File: config.mk
export PLATFORM = sky130hd
export DESIGN_NAME = tab_expansion_filter_top
export DESIGN_NICKNAME = d
export VERILOG_FILES = /design/src/rtl/tef_pkg.sv /design/src/rtl/tef_ctrl.sv /design/src/rtl/tef_datapath.sv /design/src/rtl/tab_expansion_filter_top.sv
export SDC_FILE = /design/constraint.sdc
export NUM_CORES = 1
export LEC_CHECK = 0
export ABC_AREA = 0
export CAP_MARGIN = 15
export CORE_ASPECT_RATIO = 2
export CORE_MARGIN = 2
export CORE_UTILIZATION = 57
export CTS_CLUSTER_DIAMETER = 150
export DETAILED_ROUTE_END_ITERATION = 7
export DONT_BUFFER_PORTS = 1
export MAX_ROUTING_LAYER = met4
export PLACE_DENSITY = 0.81
export SLEW_MARGIN = 10
export SYNTH_ARGS = -nofsm -noshare
export SYNTH_HDL_FRONTEND = slang
export SYNTH_HIERARCHICAL = 1
export SYNTH_SLANG_ARGS = --single-unit
File: constraint.sdc
create_clock -name clk -period 4.1 [get_ports clk]
set_clock_uncertainty 0.2 [all_clocks]
set_input_delay 1.23 -clock clk [delete_from_list [all_inputs] [get_ports clk]]
set_output_delay 1.23 -clock clk [all_outputs]
set_load 0.03 [all_outputs]
File: src/rtl/tef_pkg.sv
// shared types, codes and constants for the tab expansion filter
`timescale 1ns / 1ps

package tef_pkg;

    // character codes
    localparam logic [7:0] TAB_CODE     = 8'd9;
    localparam logic [7:0] NEWLINE_CODE = 8'd10;
    localparam logic [7:0] SPACE_CODE   = 8'd32;

    // stop table layout
    localparam int STOP_SLOTS = 8;
    localparam int STOP_W     = 6;
    localparam int MAX_STOPS  = 8;

    // widths
    localparam int COLUMN_W   = 16;
    localparam int RUN_W      = 6;
    localparam int COUNT_W    = 4;
    localparam int CFG_DATA_W = STOP_SLOTS * STOP_W;
    localparam int CFG_INDEX_W = 1;

    localparam logic [RUN_W-1:0] RUN_LIMIT = '1;

    // default tab interval
    localparam int DEFAULT_INTERVAL_DEF = 8;

    // configuration register indexes
    typedef enum logic [CFG_INDEX_W-1:0] {
        REG_STOP_COUNT = 1'b0,
        REG_STOP_TABLE = 1'b1
    } cfg_reg_t;

    // controller states
    typedef enum logic {
        ST_IDLE,
        ST_RUN
    } state_t;

    // commands from controller to datapath
    typedef struct packed {
        logic load_char;
        logic load_tab;
        logic load_space;
    } cmd_t;

    // status from datapath to controller
    typedef struct packed {
        logic is_tab;
        logic run_one;
        logic rem_one;
    } stat_t;

endpackage

File: src/rtl/tef_ctrl.sv
// controller: handshake control and run sequencing for the tab expansion filter
`timescale 1ns / 1ps

module tef_ctrl
    import tef_pkg::*;
(
    input  logic  clk,
    input  logic  rst_n,
    input  logic  s_tvalid,
    output logic  s_tready,
    output logic  m_tvalid,
    input  logic  m_tready,
    input  stat_t stat,
    output cmd_t  cmd
);

    state_t state_reg;
    state_t state_next;
    logic   out_valid_reg;
    logic   out_valid_next;
    logic   out_free;
    logic   accept;

    // output register can take a new item
    assign out_free = !out_valid_reg || m_tready;
    assign s_tready = (state_reg == ST_IDLE) && out_free;
    assign accept   = s_tvalid && s_tready;

    // outputs
    always_comb
    begin
        cmd.load_char  = accept && !stat.is_tab;
        cmd.load_tab   = accept && stat.is_tab;
        cmd.load_space = (state_reg == ST_RUN) && out_free;
    end

    // next state
    always_comb
    begin
        state_next = state_reg;
        unique case (state_reg)
            ST_IDLE:
            begin
                if (accept && stat.is_tab && !stat.run_one)
                begin
                    state_next = ST_RUN;
                end
            end
            ST_RUN:
            begin
                if (out_free && stat.rem_one)
                begin
                    state_next = ST_IDLE;
                end
            end
            default:
            begin
                state_next = ST_IDLE;
            end
        endcase
    end

    // output valid flag
    always_comb
    begin
        if (cmd.load_char || cmd.load_tab || cmd.load_space)
        begin
            out_valid_next = 1'b1;
        end
        else if (m_tready)
        begin
            out_valid_next = 1'b0;
        end
        else
        begin
            out_valid_next = out_valid_reg;
        end
    end

    assign m_tvalid = out_valid_reg;

    // control registers
    always_ff @(posedge clk or negedge rst_n)
    begin
        if (!rst_n)
        begin
            state_reg     <= ST_IDLE;
            out_valid_reg <= 1'b0;
        end
        else
        begin
            state_reg     <= state_next;
            out_valid_reg <= out_valid_next;
        end
    end

endmodule

File: src/rtl/tef_datapath.sv
// datapath: config registers, column tracking, stop search and output register
`timescale 1ns / 1ps

module tef_datapath
    import tef_pkg::*;
#(
    parameter int DEFAULT_INTERVAL = DEFAULT_INTERVAL_DEF
)
(
    input  logic                   clk,
    input  logic                   rst_n,
    input  logic                   cfg_valid,
    input  logic [CFG_INDEX_W-1:0] cfg_index,
    input  logic [CFG_DATA_W-1:0]  cfg_data,
    input  logic [7:0]             s_tdata,
    output logic [7:0]             m_tdata,
    output logic                   m_tlast,
    input  cmd_t                   cmd,
    output stat_t                  stat
);

    localparam int PHASE_W = (DEFAULT_INTERVAL > 1) ? $clog2(DEFAULT_INTERVAL) : 1;
    localparam int IVL_W   = $clog2(DEFAULT_INTERVAL + 1);
    localparam int DEF_W   = (IVL_W > RUN_W) ? IVL_W : RUN_W;
    localparam logic [PHASE_W-1:0] PHASE_TOP = PHASE_W'(DEFAULT_INTERVAL - 1);
    localparam logic [DEF_W-1:0]   IVL_VAL   = DEF_W'(DEFAULT_INTERVAL);

    logic [COUNT_W-1:0]    stop_count_reg;
    logic [CFG_DATA_W-1:0] stop_table_reg;
    logic [COLUMN_W-1:0]   column_reg;
    logic [COLUMN_W-1:0]   column_next;
    logic [PHASE_W-1:0]    phase_reg;
    logic [PHASE_W-1:0]    phase_next;
    logic [RUN_W-1:0]      remain_reg;
    logic [7:0]            data_reg;
    logic                  last_reg;
    logic [COUNT_W-1:0]    count_eff;
    logic [RUN_W-1:0]      run;
    logic [RUN_W-1:0]      stop_run;
    logic                  stop_hit;
    logic [DEF_W-1:0]      def_run;

    // config registers, writes to unknown indexes are dropped
    always_ff @(posedge clk or negedge rst_n)
    begin
        if (!rst_n)
        begin
            stop_count_reg <= '0;
            stop_table_reg <= '0;
        end
        else if (cfg_valid)
        begin
            unique case (cfg_reg_t'(cfg_index))
                REG_STOP_COUNT: stop_count_reg <= cfg_data[COUNT_W-1:0];
                REG_STOP_TABLE: stop_table_reg <= cfg_data;
                default:        stop_count_reg <= stop_count_reg;
            endcase
        end
    end

    // clamp stop count
    assign count_eff = (stop_count_reg > COUNT_W'(MAX_STOPS)) ?
                       COUNT_W'(MAX_STOPS) : stop_count_reg;

    // first user stop beyond the column, slots checked in parallel
    always_comb
    begin
        logic [STOP_W-1:0] stop;
        stop_hit = 1'b0;
        stop_run = '0;
        for (int k = STOP_SLOTS - 1; k >= 0; k--)
        begin
            stop = stop_table_reg[k*STOP_W +: STOP_W];
            if ((COUNT_W'(k) < count_eff) &&
                (COLUMN_W'(stop) > column_reg))
            begin
                stop_hit = 1'b1;
                stop_run = stop - column_reg[STOP_W-1:0];
            end
        end
    end

    // default run to the next interval multiple, capped
    assign def_run = IVL_VAL - DEF_W'(phase_reg);

    always_comb
    begin
        if (stop_hit)
        begin
            run = stop_run;
        end
        else if (def_run > DEF_W'(RUN_LIMIT))
        begin
            run = RUN_LIMIT;
        end
        else
        begin
            run = def_run[RUN_W-1:0];
        end
    end

    // status
    assign stat.is_tab  = (s_tdata == TAB_CODE);
    assign stat.run_one = (run == RUN_W'(1));
    assign stat.rem_one = (remain_reg == RUN_W'(1));

    // column and phase advance once per emitted item, an emitted newline clears both
    always_comb
    begin
        column_next = column_reg;
        phase_next  = phase_reg;
        if (cmd.load_char && (s_tdata == NEWLINE_CODE))
        begin
            column_next = '0;
            phase_next  = '0;
        end
        else if (cmd.load_char || cmd.load_tab || cmd.load_space)
        begin
            column_next = column_reg + COLUMN_W'(1);
            if ((column_reg == '1) || (phase_reg == PHASE_TOP))
            begin
                phase_next = '0;
            end
            else
            begin
                phase_next = phase_reg + PHASE_W'(1);
            end
        end
    end

    // column state
    always_ff @(posedge clk or negedge rst_n)
    begin
        if (!rst_n)
        begin
            column_reg <= '0;
            phase_reg  <= '0;
            remain_reg <= '0;
        end
        else
        begin
            column_reg <= column_next;
            phase_reg  <= phase_next;
            if (cmd.load_tab)
            begin
                remain_reg <= run - RUN_W'(1);
            end
            else if (cmd.load_space)
            begin
                remain_reg <= remain_reg - RUN_W'(1);
            end
        end
    end

    // output item register
    always_ff @(posedge clk)
    begin
        if (cmd.load_char)
        begin
            data_reg <= s_tdata;
            last_reg <= 1'b1;
        end
        else if (cmd.load_tab)
        begin
            data_reg <= SPACE_CODE;
            last_reg <= (run == RUN_W'(1));
        end
        else if (cmd.load_space)
        begin
            data_reg <= SPACE_CODE;
            last_reg <= (remain_reg == RUN_W'(1));
        end
    end

    assign m_tdata = data_reg;
    assign m_tlast = last_reg;

endmodule

File: src/rtl/tab_expansion_filter_top.sv
// top level of the tab expansion filter
`timescale 1ns / 1ps

// Tab expansion filter: takes one character byte per input item and emits it
// unchanged, except that a tab is replaced by a run of spaces reaching the
// next tab stop (the first enabled user stop beyond the current column, else
// the next multiple of DEFAULT_INTERVAL, a run being at most 63 spaces).
// A newline resets the column to zero; the column otherwise wraps at 16 bits.
// m_tlast marks the final output item caused by each input item. Non-tab
// bytes stream at one per cycle while the output is not stalled. A tab
// produces 1 to 63 spaces: the single output register emits one space per
// cycle while not stalled, and input is held off until the last space of
// the run has been loaded. Stop registers are written through the cfg port,
// which is always ready, and should only be written while the block is idle.

module tab_expansion_filter_top
    import tef_pkg::*;
#(
    parameter int DEFAULT_INTERVAL = DEFAULT_INTERVAL_DEF
)
(
    input  logic                   clk,
    input  logic                   rst_n,
    // config write channel: index 0 stop_count, index 1 stop_table
    input  logic                   cfg_valid,
    output logic                   cfg_ready,
    input  logic [CFG_INDEX_W-1:0] cfg_index,
    input  logic [CFG_DATA_W-1:0]  cfg_data,
    // input stream
    input  logic                   s_tvalid,
    output logic                   s_tready,
    input  logic [7:0]             s_tdata,   // [7:0] char_in
    // output stream
    output logic                   m_tvalid,
    input  logic                   m_tready,
    output logic [7:0]             m_tdata,   // [7:0] char_out
    output logic                   m_tlast    // last_of_run
);

    cmd_t  cmd;
    stat_t stat;

    assign cfg_ready = 1'b1;

    // controller
    tef_ctrl u_ctrl (
        .clk      (clk),
        .rst_n    (rst_n),
        .s_tvalid (s_tvalid),
        .s_tready (s_tready),
        .m_tvalid (m_tvalid),
        .m_tready (m_tready),
        .stat     (stat),
        .cmd      (cmd)
    );

    // datapath
    tef_datapath #(
        .DEFAULT_INTERVAL (DEFAULT_INTERVAL)
    ) u_datapath (
        .clk       (clk),
        .rst_n     (rst_n),
        .cfg_valid (cfg_valid && cfg_ready),
        .cfg_index (cfg_index),
        .cfg_data  (cfg_data),
        .s_tdata   (s_tdata),
        .m_tdata   (m_tdata),
        .m_tlast   (m_tlast),
        .cmd       (cmd),
        .stat      (stat)
    );

    // a run in progress keeps the output valid until its last space
    assert property (@(posedge clk) disable iff (!rst_n)
        m_tvalid && !m_tlast |=> m_tvalid)
        else $error("output run broken before last item");

    // only spaces can be non-last items
    assert property (@(posedge clk) disable iff (!rst_n)
        m_tvalid && !m_tlast |-> m_tdata == SPACE_CODE)
        else $error("non-last output item is not a space");

    // no input is taken while spaces of a run are being loaded
    assert property (@(posedge clk) disable iff (!rst_n)
        cmd.load_space |-> !(s_tvalid && s_tready))
        else $error("input accepted during a tab run");

    // a non-tab byte comes out next cycle as a single last item
    assert property (@(posedge clk) disable iff (!rst_n)
        s_tvalid && s_tready && (s_tdata != TAB_CODE) |=>
            m_tvalid && m_tlast && (m_tdata == $past(s_tdata)))
        else $error("pass-through byte not presented");

endmodule

==> results of run 1 <==
==> worst max path at each step <==
stage	start	endpoint	slack, ns
floorplan	s_tdata[5]	u_datapath/column_reg[11]	0.30
global route	u_datapath/column_reg[3]	u_ctrl/state_reg	-0.02
detailed placement	u_datapath/column_reg[0]	u_datapath/remain_reg[4]	-0.00002
global placement	u_datapath/column_reg[0]	u_datapath/remain_reg[4]	0.16
finish	u_datapath/column_reg[3]	u_datapath/remain_reg[5]	0.11
CTS	u_datapath/column_reg[0]	u_datapath/remain_reg[4]	0.09
==> through the flow <==
step / std cells / total power, W
2_1_floorplan: 653 / 0.003911
3_3_place_gp: 798 / 0.004807
3_5_place_dp: 798 / 0.004896
4_1_cts: 813 / 0.005748
5_1_grt: 818 / 0.006234
6_report: 818 / 0.005840
==> cells by family after synthesis <==
group,Yosys count,share of synthesized area
xor gates and xnor gates,40,0.05408
DFF,88,0.3454
buffers and inverters,51,0.03496
other,1,0.0005789
and+or+nand+nor,201,0.1754
AOI/OAI and AO/OA,150,0.1567
adders and majority gates,64,0.1329
muxes,58,0.1001
==> cells in the mapped netlist, types with 10 or more instances <==
library cell / n
o21ai_0: 37
mux2_2: 54
a21oi_1: 30
inv_1: 34
nor2b_1: 12
ha_1: 56
a31oi_1: 12
a211oi_1: 11
nor3_1: 17
nand3_1: 14
dfrtp_1: 79
nand2_1: 43
xnor2_1: 22
and2_1: 10
xor2_1: 18
nor2_1: 46
==> report_power, final <==
| part | leakage (nW) | internal [W] | total, W | switching (W) |
|---|---|---|---|---|
| logic | 1.90 | 0.00164 | 0.00384 | 0.00220 |
| clock network | 0.135 | 0.000469 | 0.000805 | 0.000336 |
| registers | 1.04 | 0.00104 | 0.00119 | 0.000156 |
==> layer usage <==
layer / up-vias / part of all wire / GRT usage / routed length [microns]
met5: - / 0 / - / 0
met4: 0 / 0.051 / 0.1437 / 820
met3: 60 / 0.040 / 0.04492 / 651
met2: 172 / 0.57 / 0.5274 / 9220
met1: 2500 / 0.34 / 0.2656 / 5444
li1: 2446 / - / - / -
==> layout make-up <==
type                       count  share of cell area
timing repair buffer          24             0.02696
clock inverter                 5            0.008335
inverter                      35             0.01862
tap                          142             0.02518
multi-input combinational    514              0.5712
clock buffer                  10             0.03245
sequential                    88              0.3173
==> critical path: stages, from the launching register on <==
cell and delay (ns):
dfrtp_1 0.40, inv_1 0.45, ha_1 0.41, and4_1 0.23, a31oi_1 0.25, o2111ai_1 0.32, buf_4 0.27, o2111ai_1 0.11
nand4_1 0.13, a31oi_1 0.29, o21ai_2 0.16, nor4_1 0.34, xor2_1 0.20, a21oi_1 0.09
==> what timing repair did <==
action                     in CTS  in global routing
resized for setup               1                  3
hold buffers                    0                  0
setup endpoints to repair       1                  3
buffers inserted                0                  5
==> metrics, run 1 <==
Final period util=0.9722; CP Capture Type=register; crit path kind=register to register; vias in the first global route=5449; Worst R2R Setup Slack=0.11 ns; detailed placement HPWL=approximately 12 mm; H-tree depth=3; CTS Buffer Depth=2; Critical Path Source Type=register; hold path depth=1; initial antenna violation count=0; worst r2r src=u_datapath/column_reg[3]; Peak VDD IR=between 0.0004 and 0.0005 V; clk sink count=around 90; Die Area=about 12000 sq um; dominant cells by area after synthesis=dfrtp_1 (31%), ha_1 (11%), mux2_2 (9.4%), edfxtp_1 (3.7%), xnor2_1 (3.0%); Max Fclk=~250 MHz; routed vias/inst=between 6 and 7; global-route wire length before repair=between 20 and 30 mm; via count=roughly 5200; number of I/O pins=74; worst min-delay path class=register to register; die width=a little under 80 microns; leakage power=3.072 nW; DP Worst Slack=-0.00002220 ns; RR Endpoint=u_datapath/remain_reg[5]; Slew @ Worst Pin=between 1 and 1.5 ns; later-pin clock latency in the skew report=~0.34 ns; max FFs per register=48; fin crit period=3.986 ns; CTS root buffer=clkbuf_16; fin util=0.6290; Multi-input gate area=around 4000 sq um; CP Data Required Time=between 4 and 5 ns; fillers=928; Core ar.=between 10000 and 15000 sq um; prevailing post-synth register cell=dfrtp_1; post-synth cell types=80; die height=about 150 microns; Post-Syn Nets=about 780; Post-Syn Area=6477 sq um; Synth-to-Final Area Change=8.924%; Design Area, Final=7056 sq um; Slew HR=0.2906; outcome=completed; Fin. Hold Viols=0; Inserted Clock Buffers=9; final setup TNS=0 ns; DRC Markers=0; gpl congestion=0.9876; P per Cell Area=827.8 nW/um^2; Tot GR Track Use=0.2808; initial DRC count=281; syn avg cell area=about 10 sq um; Synth async-reset ratio=0.8977; GRT overflow=0; worst hold slack=0.3051 ns; row count=55; leading area contributor after synthesis=dfrtp_1; Clk pin slew, worst setup/hold paths=0.06 ns; Yosys reg bits=88; Hold EP=u_datapath/stop_table_reg[18]; post-route ant nets=0; Worst Slack Setup Final=between 0.1 and 0.15 ns; drt total wl=~16 mm; hold_sp=u_datapath/stop_table_reg[18]; largest net degree at the start of global routing=80; Area after DPL=between 6000 and 7000 sq um; port bufs=0; CTS tree=yes; Final Max Slew Viols=0; Seq/Total Area, Yosys=0.3454; Worst Reg-to-Reg Cells=13; Mapped Cells=roughly 650; 1st-pass router iterations=5; Synth top area share=0.3052; worst path arrival time=between 4 and 5 ns; storage element area=2238 sq um; setup violators final=0; antenna diode count=0; post-DR wirelength/cell=19.73 microns; Max-Cap Viols=0; Max FO, Critical Path=8; share of cells above drive strength 1=0.1746; yosys warns=6; nets@finish=around 800; most frequent cells in the layout=dfrtp_1 (78), ha_1 (56), mux2_2 (54); commonest non-fill, non-tap cell in the layout=dfrtp_1; Starting Density=0.5775; number of synthesized flops with an enable pin=8
No activity file was read; power rests on OpenSTA's default activity.
==> run 2: changes to the inputs <==
CAP_MARGIN = 20   (was 15)
clock period = 4.96 ns   (was 4.1 ns; I/O delays follow)
==> run 2 against run 1 <==
  * Via count grew 0.70%
  * Cell area down 2.0%
  * Count of clock-buffer cells in the layout shrank 1
  * Combinational power down 21%
  * Worst hold slack hardly changed
  * Critical path type unchanged
  * Register-to-register slack improved by 0.42 ns
  * Sequential share of layout area rose by 0.62 points
  * First-iteration DRC count is 27% higher
  * Sequential power down 16%
  * Flip-flop and latch count is the same
  * Final cell count shrank 1.7%
  * Die area is the same
==> metrics, run 2 (same netlist as run 1, synthesis figures left out) <==
outcome=completed; combinational power share=0.652 (-0.006); fin crit period=4.429 ns (+0.4431 ns); CP Capture Type=register; met1 usage=0.2762 (+0.01053); Area after DPL=6623 sq um (-1.4%); commonest non-fill, non-tap cell in the layout=dfrtp_1; placed cell count=787 (-1.4%); detailed placement HPWL=12.31 mm (-0.69%); Core ar.=11220 sq um (unchanged); crit path max-delay cell type=dfrtp_1; final setup TNS=0 ns (unchanged); Non-Filler Instances=804 (-1.7%); nets@finish=783 (-1.9%); max FFs per register=48 (unchanged); H-tree depth=3 (unchanged); CTS Buffer Depth=2 (unchanged); Fin. Hold Viols=0 (unchanged); P per Cell Area=673.2 nW/um^2 (-19%); drt total wl=16.12 mm (about the same); Design Area, Final=6915 sq um (-2.0%); post-route ant nets=0 (unchanged); delay-heaviest family, CP=simple AND/OR/NAND/NOR gates; Tot GR Track Use=0.2790 (-0.001790); die height=154.8 microns (unchanged); Die Area=12280 sq um (unchanged); GRT met3 Usage=0.03967 (-0.005251); clock share of power=0.134 (-0.004); postcts setup bufs=0 (unchanged); gpl congestion=0.9468 (-4.1%); DP Worst Slack=0.4823 ns (+0.4823 ns); CP Cell Sequence=ha_1 > inv_1 > fa_1 > a211oi_1 > o21bai_1 > a21oi_1 > nor2_1 > nor4b_2 > mux2i_1 > o21ai_2 > inv_1 > ha_1 > nor3b_1 > xor2_1 > a21oi_1; Max-Cap Viols=0 (unchanged); post-DR wirelength/cell=20.05 microns (+1.6%); via count=5214 (+0.70%); port bufs=0 (unchanged); RR Endpoint=u_datapath/remain_reg[4]; CTS tree=yes; vias in the first global route=5438 (-0.20%); sequential power share=0.214 (+0.010); routed vias/inst=6.485 (+2.4%); DRC Markers=0 (unchanged); hold_sp=u_datapath/stop_table_reg[24]; Worst Slack Setup Final=0.5308 ns (+0.4169 ns); GRT met2 Usage=0.4939 (-0.03349); Max Fclk=225.8 MHz (-10%); worst path arrival time=4.44 ns (+0.43 ns); largest net degree at the start of global routing=80 (unchanged); hold path depth=1 (unchanged); worst min-delay path class=register to register; Final period util=0.8930 (-0.07924); clk sink count=88 (unchanged); leakage power=2.991 nW (-2.7%); Peak VDD IR=0.0003572 V (-19%); Clk pin slew, worst setup/hold paths=0.07 ns (about the same); antenna diode count=0 (unchanged); CTS root buffer=clkbuf_16; 1st-pass router iterations=5 (unchanged); later-pin clock latency in the skew report=0.35 ns (about the same); crit path kind=register to register; CP Data Required Time=4.97 ns (+0.85 ns); RSZ-0062 raised after global routing=false; Slew HR=0.5171 (+0.2265); switch share=0.4728 (+0.01153); CP bufs+invs=2 (unchanged); Int Pwr=0.002454 W (-22%); Post-CTS Hold Buffers=0 (unchanged); global-route wire length before repair=25.85 mm (-0.79%); GR peak layer=met2; Hold EP=u_datapath/stop_table_reg[24]; Synth-to-Final Area Change=6.761%; Critical Path Source Type=register; worst r2r src=u_datapath/column_reg[0]; number of I/O pins=74 (unchanged); # resized after CTS=0 (-1); GRT overflow=0 (unchanged); initial antenna violation count=0 (unchanged); Starting Density=0.5775 (unchanged); Worst Reg-to-Reg Cells=15 (+2); die width=79.38 microns (unchanged); Max FO, Critical Path=12 (+4); Max stage delay on crit path=0.67 ns (+0.22 ns); Inserted Clock Buffers=9 (unchanged); share of cells above drive strength 1=0.1541 (-0.02048); initial DRC count=358 (+27%); setup violators final=0 (unchanged); Worst R2R Setup Slack=0.53 ns (+0.42 ns); Net Switching=0.002201 W (-18%); Slew @ Worst Pin=0.7235 ns (-0.3368 ns); Final Max Slew Viols=0 (unchanged); most frequent cells in the layout=dfrtp_1 (79), ha_1 (56), mux2_2 (54); row count=55 (unchanged)
## run 2: worst max-delay path by stage
stage / depth (start not counted) / from / end / slack [ns]
5_1_grt: 15 / u_datapath/column_reg[0] / u_datapath/remain_reg[4] / 0.14
3_3_place_gp: 11 / s_tdata[5] / u_datapath/column_reg[13] / 0.66
4_1_cts: 15 / u_datapath/column_reg[0] / u_datapath/remain_reg[4] / 0.58
6_report: 15 / u_datapath/column_reg[0] / u_datapath/remain_reg[4] / 0.53
3_5_place_dp: 11 / s_tdata[5] / u_datapath/column_reg[13] / 0.48
2_1_floorplan: 11 / s_tdata[5] / u_datapath/column_reg[11] / 0.91
## run 2: cell type report
cell class	count	area (sq um)
Clock buffer	9	225.2
Tap cell	142	177.7
Inverter	35	131.4
Timing Repair Buffer	9	80.08
Clock inverter	7	47.55
Sequential cell	88	2237
Fill cell	922	4302
Multi-Input combinational cell	514	4016
## run 2: metrics by stage
step | hold WS (ns) | utilization | total power (W)
global route | 0.3179 | 0.6165 | 0.004961
global placement | 0.2908 | 0.5904 | 0.003841
detailed placement | 0.2950 | 0.5904 | 0.003928
CTS | 0.3103 | 0.6147 | 0.004588
finish | 0.3055 | 0.6165 | 0.004655
floorplan | 0.2794 | - | 0.003233
## run 2: power by group through the flow
stage          sequential, W  clock [W]  combinational (W)
5_1_grt              0.00101   0.000671            0.00328
2_1_floorplan       0.000965          0            0.00227
6_report            0.000997   0.000624            0.00303
3_5_place_dp         0.00101          0            0.00292
4_1_cts             0.000994   0.000642            0.00295
3_3_place_gp         0.00100          0            0.00284
## run 2: layer usage
layer  routed length [microns]  vias up
li1                          -     2405
met1                      5301     2503
met2                      8968      222
met3                       806       84
met4                      1045        0
met5                         0        -
==> run 3: changes to the inputs <==
CORE_ASPECT_RATIO = 1.75   (was 2)
CTS_BUF_LIST = sky130_fd_sc_hd__clkbuf_2   (was default)
PLACE_DENSITY = default   (was 0.81)
PLACE_DENSITY_LB_ADDON = 0.08   (was default)
==> run 3 against run 2 <==
  * Sequential share of layout area rose by 0.93 points
  * Fmax fell by 0.43%
  * Via count decreased by 2.1%
==> metrics, run 3 (same netlist as run 1, synthesis figures left out) <==
max FFs per register=48 (unchanged); RSZ-0062 raised after global routing=false; vias in the first global route=5198 (-4.4%); Clk pin slew, worst setup/hold paths=0.24 ns (+0.17 ns); initial DRC count=251 (-30%); Core ar.=11100 sq um (-1.0%); delay-heaviest family, CP=compound AO/OA/AOI/OAI gates; post-route ant nets=0 (unchanged); Slew @ Worst Pin=0.7474 ns (+0.02390 ns); Starting Density=0.5834 (+0.005922); Int Pwr=0.002183 W (-11%); worst path arrival time=4.68 ns (+0.24 ns); clk sink count=88 (unchanged); fin crit period=4.448 ns (+0.01920 ns); Synth-to-Final Area Change=3.786%; Max-Cap Viols=0 (unchanged); # resized after CTS=0 (unchanged); crit path max-delay cell type=dfrtp_1; die height=145.0 microns (-6.3%); Final period util=0.8969 (+0.003871); P per Cell Area=642.7 nW/um^2 (-4.5%); number of I/O pins=74 (unchanged); Inserted Clock Buffers=9 (unchanged); CTS Buffer Depth=2 (unchanged); Max Fclk=224.8 MHz (-0.43%); Max FO, Critical Path=8 (-4); drt total wl=15.51 mm (-3.8%); fillers=977 (+6.0%); GRT met3 Usage=0.03811 (-0.001562); CP startpoint=u_datapath/column_reg[0]; Final Max Slew Viols=0 (unchanged); DRC Markers=0 (unchanged); 1st-pass router iterations=5 (unchanged); initial antenna violation count=1 (+1); clock share of power=0.074 (-0.060); storage element area=2237 sq um (unchanged); postcts setup bufs=0 (unchanged); Critical Path Source Type=register; routed vias/inst=6.420 (-1.0%); worst min-delay path class=register to register; Tot GR Track Use=0.2605 (-0.01852); setup violators final=0 (unchanged); Worst Slack Setup Final=0.5116 ns (-0.01920 ns); CP bufs+invs=2 (unchanged); Max stage delay on crit path=0.69 ns (+0.02 ns); commonest non-fill, non-tap cell in the layout=dfrtp_1; Worst R2R Setup Slack=0.51 ns (-0.02 ns); post-DR wirelength/cell=19.51 microns (-2.7%); port bufs=0 (unchanged); Worst Reg-to-Reg Cells=15 (unchanged); Post-CTS Hold Buffers=0 (unchanged); Net Switching=0.002137 W (-2.9%); switch share=0.4947 (+0.02188); Peak VDD IR=0.0003172 V (-11%); CTS tree=yes; worst setup path endpoint=u_datapath/remain_reg[4]; leakage power=2.921 nW (-2.3%); total power=0.004320 W (-7.2%); global-route wire length before repair=24.81 mm (-4.0%); crit path kind=register to register; final setup TNS=0 ns (unchanged); CTS root buffer=clkbuf_2; Fin. Hold Viols=0 (unchanged); most frequent cells in the layout=dfrtp_1 (79), ha_1 (56), mux2_2 (54); worst r2r src=u_datapath/column_reg[0]; CP Data Required Time=5.19 ns (+0.22 ns); detailed placement HPWL=11.91 mm (-3.3%); CP Capture Type=register; outcome=completed; GRT overflow=0 (unchanged); met1 usage=0.2720 (-0.004194); share of cells above drive strength 1=0.1541 (unchanged); Slew HR=0.5012 (-0.01595); later-pin clock latency in the skew report=0.57 ns (+0.22 ns); largest net degree at the start of global routing=80 (unchanged); row count=51 (-7.3%); GRT met2 Usage=0.4657 (-0.02820); Die Area=12270 sq um (-0.15%); gpl congestion=0.9551 (+0.88%); CP Cell Sequence=ha_1 > inv_1 > fa_1 > a211oi_1 > o21bai_1 > a21oi_1 > nor2_1 > nor4b_2 > mux2i_1 > o21ai_2 > inv_1 > ha_1 > nor3b_1 > xor2_1 > a21oi_1; Crit path depth=15 (unchanged); DP Worst Slack=0.4543 ns (-0.02803 ns); RR Endpoint=u_datapath/remain_reg[4]; H-tree depth=3 (unchanged); sequential power share=0.230 (+0.016); nets@finish=783 (unchanged); via count=5104 (-2.1%); GR peak layer=met2; combinational power share=0.696 (+0.044); die width=84.59 microns (+6.6%); Multi-input gate area=4016 sq um (unchanged)
==> run 3: changes by cell type in the layout (fill, tap and decap cells not counted), sizes merged <==
cell / delta
clkbuf: +2
diode: +1
clkinvlp: -1
inv: -1
==> run 3: area by class of cell <==
class	count	share of cell area
Sequential cell	88	0.3328
Multi-Input combinational cell	514	0.5974
Tap cell	132	0.02457
Clock inverter	5	0.005211
Inverter	35	0.01954
Antenna cell	1	0.0003722
Clock buffer	11	0.008189
Timing Repair Buffer	9	0.01191
==> run 3: routing by layer <==
layer,up-vias,wire length [microns]
li1,2409,-
met1,2486,5746
met2,153,8408
met3,56,636
met4,0,717
met5,-,0
==> run 3: worst register-to-register path, delay by kind of cell (launching register included) <==
kind                       cells  cell delay (ns)
adders and majority gates      3             0.85
muxes                          1             0.27
and+or+nand+nor                3             0.98
xor gates and xnor gates       1             0.18
buffers and inverters          2             0.13
DFF                            1             0.69
AOI/OAI and AO/OA              5             1.02
==> run 3: metrics by stage <==
| step | std cells | hold WS, ns | instance area, sq um | util |
|---|---|---|---|---|
| 3_5_place_dp | 777 | 0.2969 | 6610 | 0.5953 |
| 5_1_grt | 795 | 0.3052 | 6723 | 0.6055 |
| 3_3_place_gp | 777 | 0.2898 | 6610 | 0.5953 |
| 4_1_cts | 793 | 0.3183 | 6700 | 0.6034 |
| 6_report | 795 | 0.3396 | 6723 | 0.6055 |
| 2_1_floorplan | 653 | 0.2794 | 6477 | - |
==> run 3: power by group through the flow <==
stage               Clock, W  Sequential (W)  Combinational (W)
CTS                 0.000338        0.000993            0.00296
floorplan                  0        0.000965            0.00227
global route        0.000360         0.00101            0.00327
detailed placement         0         0.00101            0.00293
finish              0.000318        0.000994            0.00301
global placement           0         0.00100            0.00287
==> run 3: worst min path at each step <==
stage                             startpoint                             to  slack, ns  cells past startpoint
4_1_cts                                rst_n      u_datapath/column_reg[10]       0.32                      0
3_3_place_gp   u_datapath/stop_table_reg[42]  u_datapath/stop_table_reg[42]       0.29                      1
6_report       u_datapath/stop_table_reg[42]  u_datapath/stop_table_reg[42]       0.34                      1
3_5_place_dp   u_datapath/stop_table_reg[42]  u_datapath/stop_table_reg[42]       0.30                      1
5_1_grt                                rst_n  u_datapath/stop_table_reg[10]       0.31                      0
2_1_floorplan   u_datapath/stop_table_reg[0]   u_datapath/stop_table_reg[0]       0.28                      1
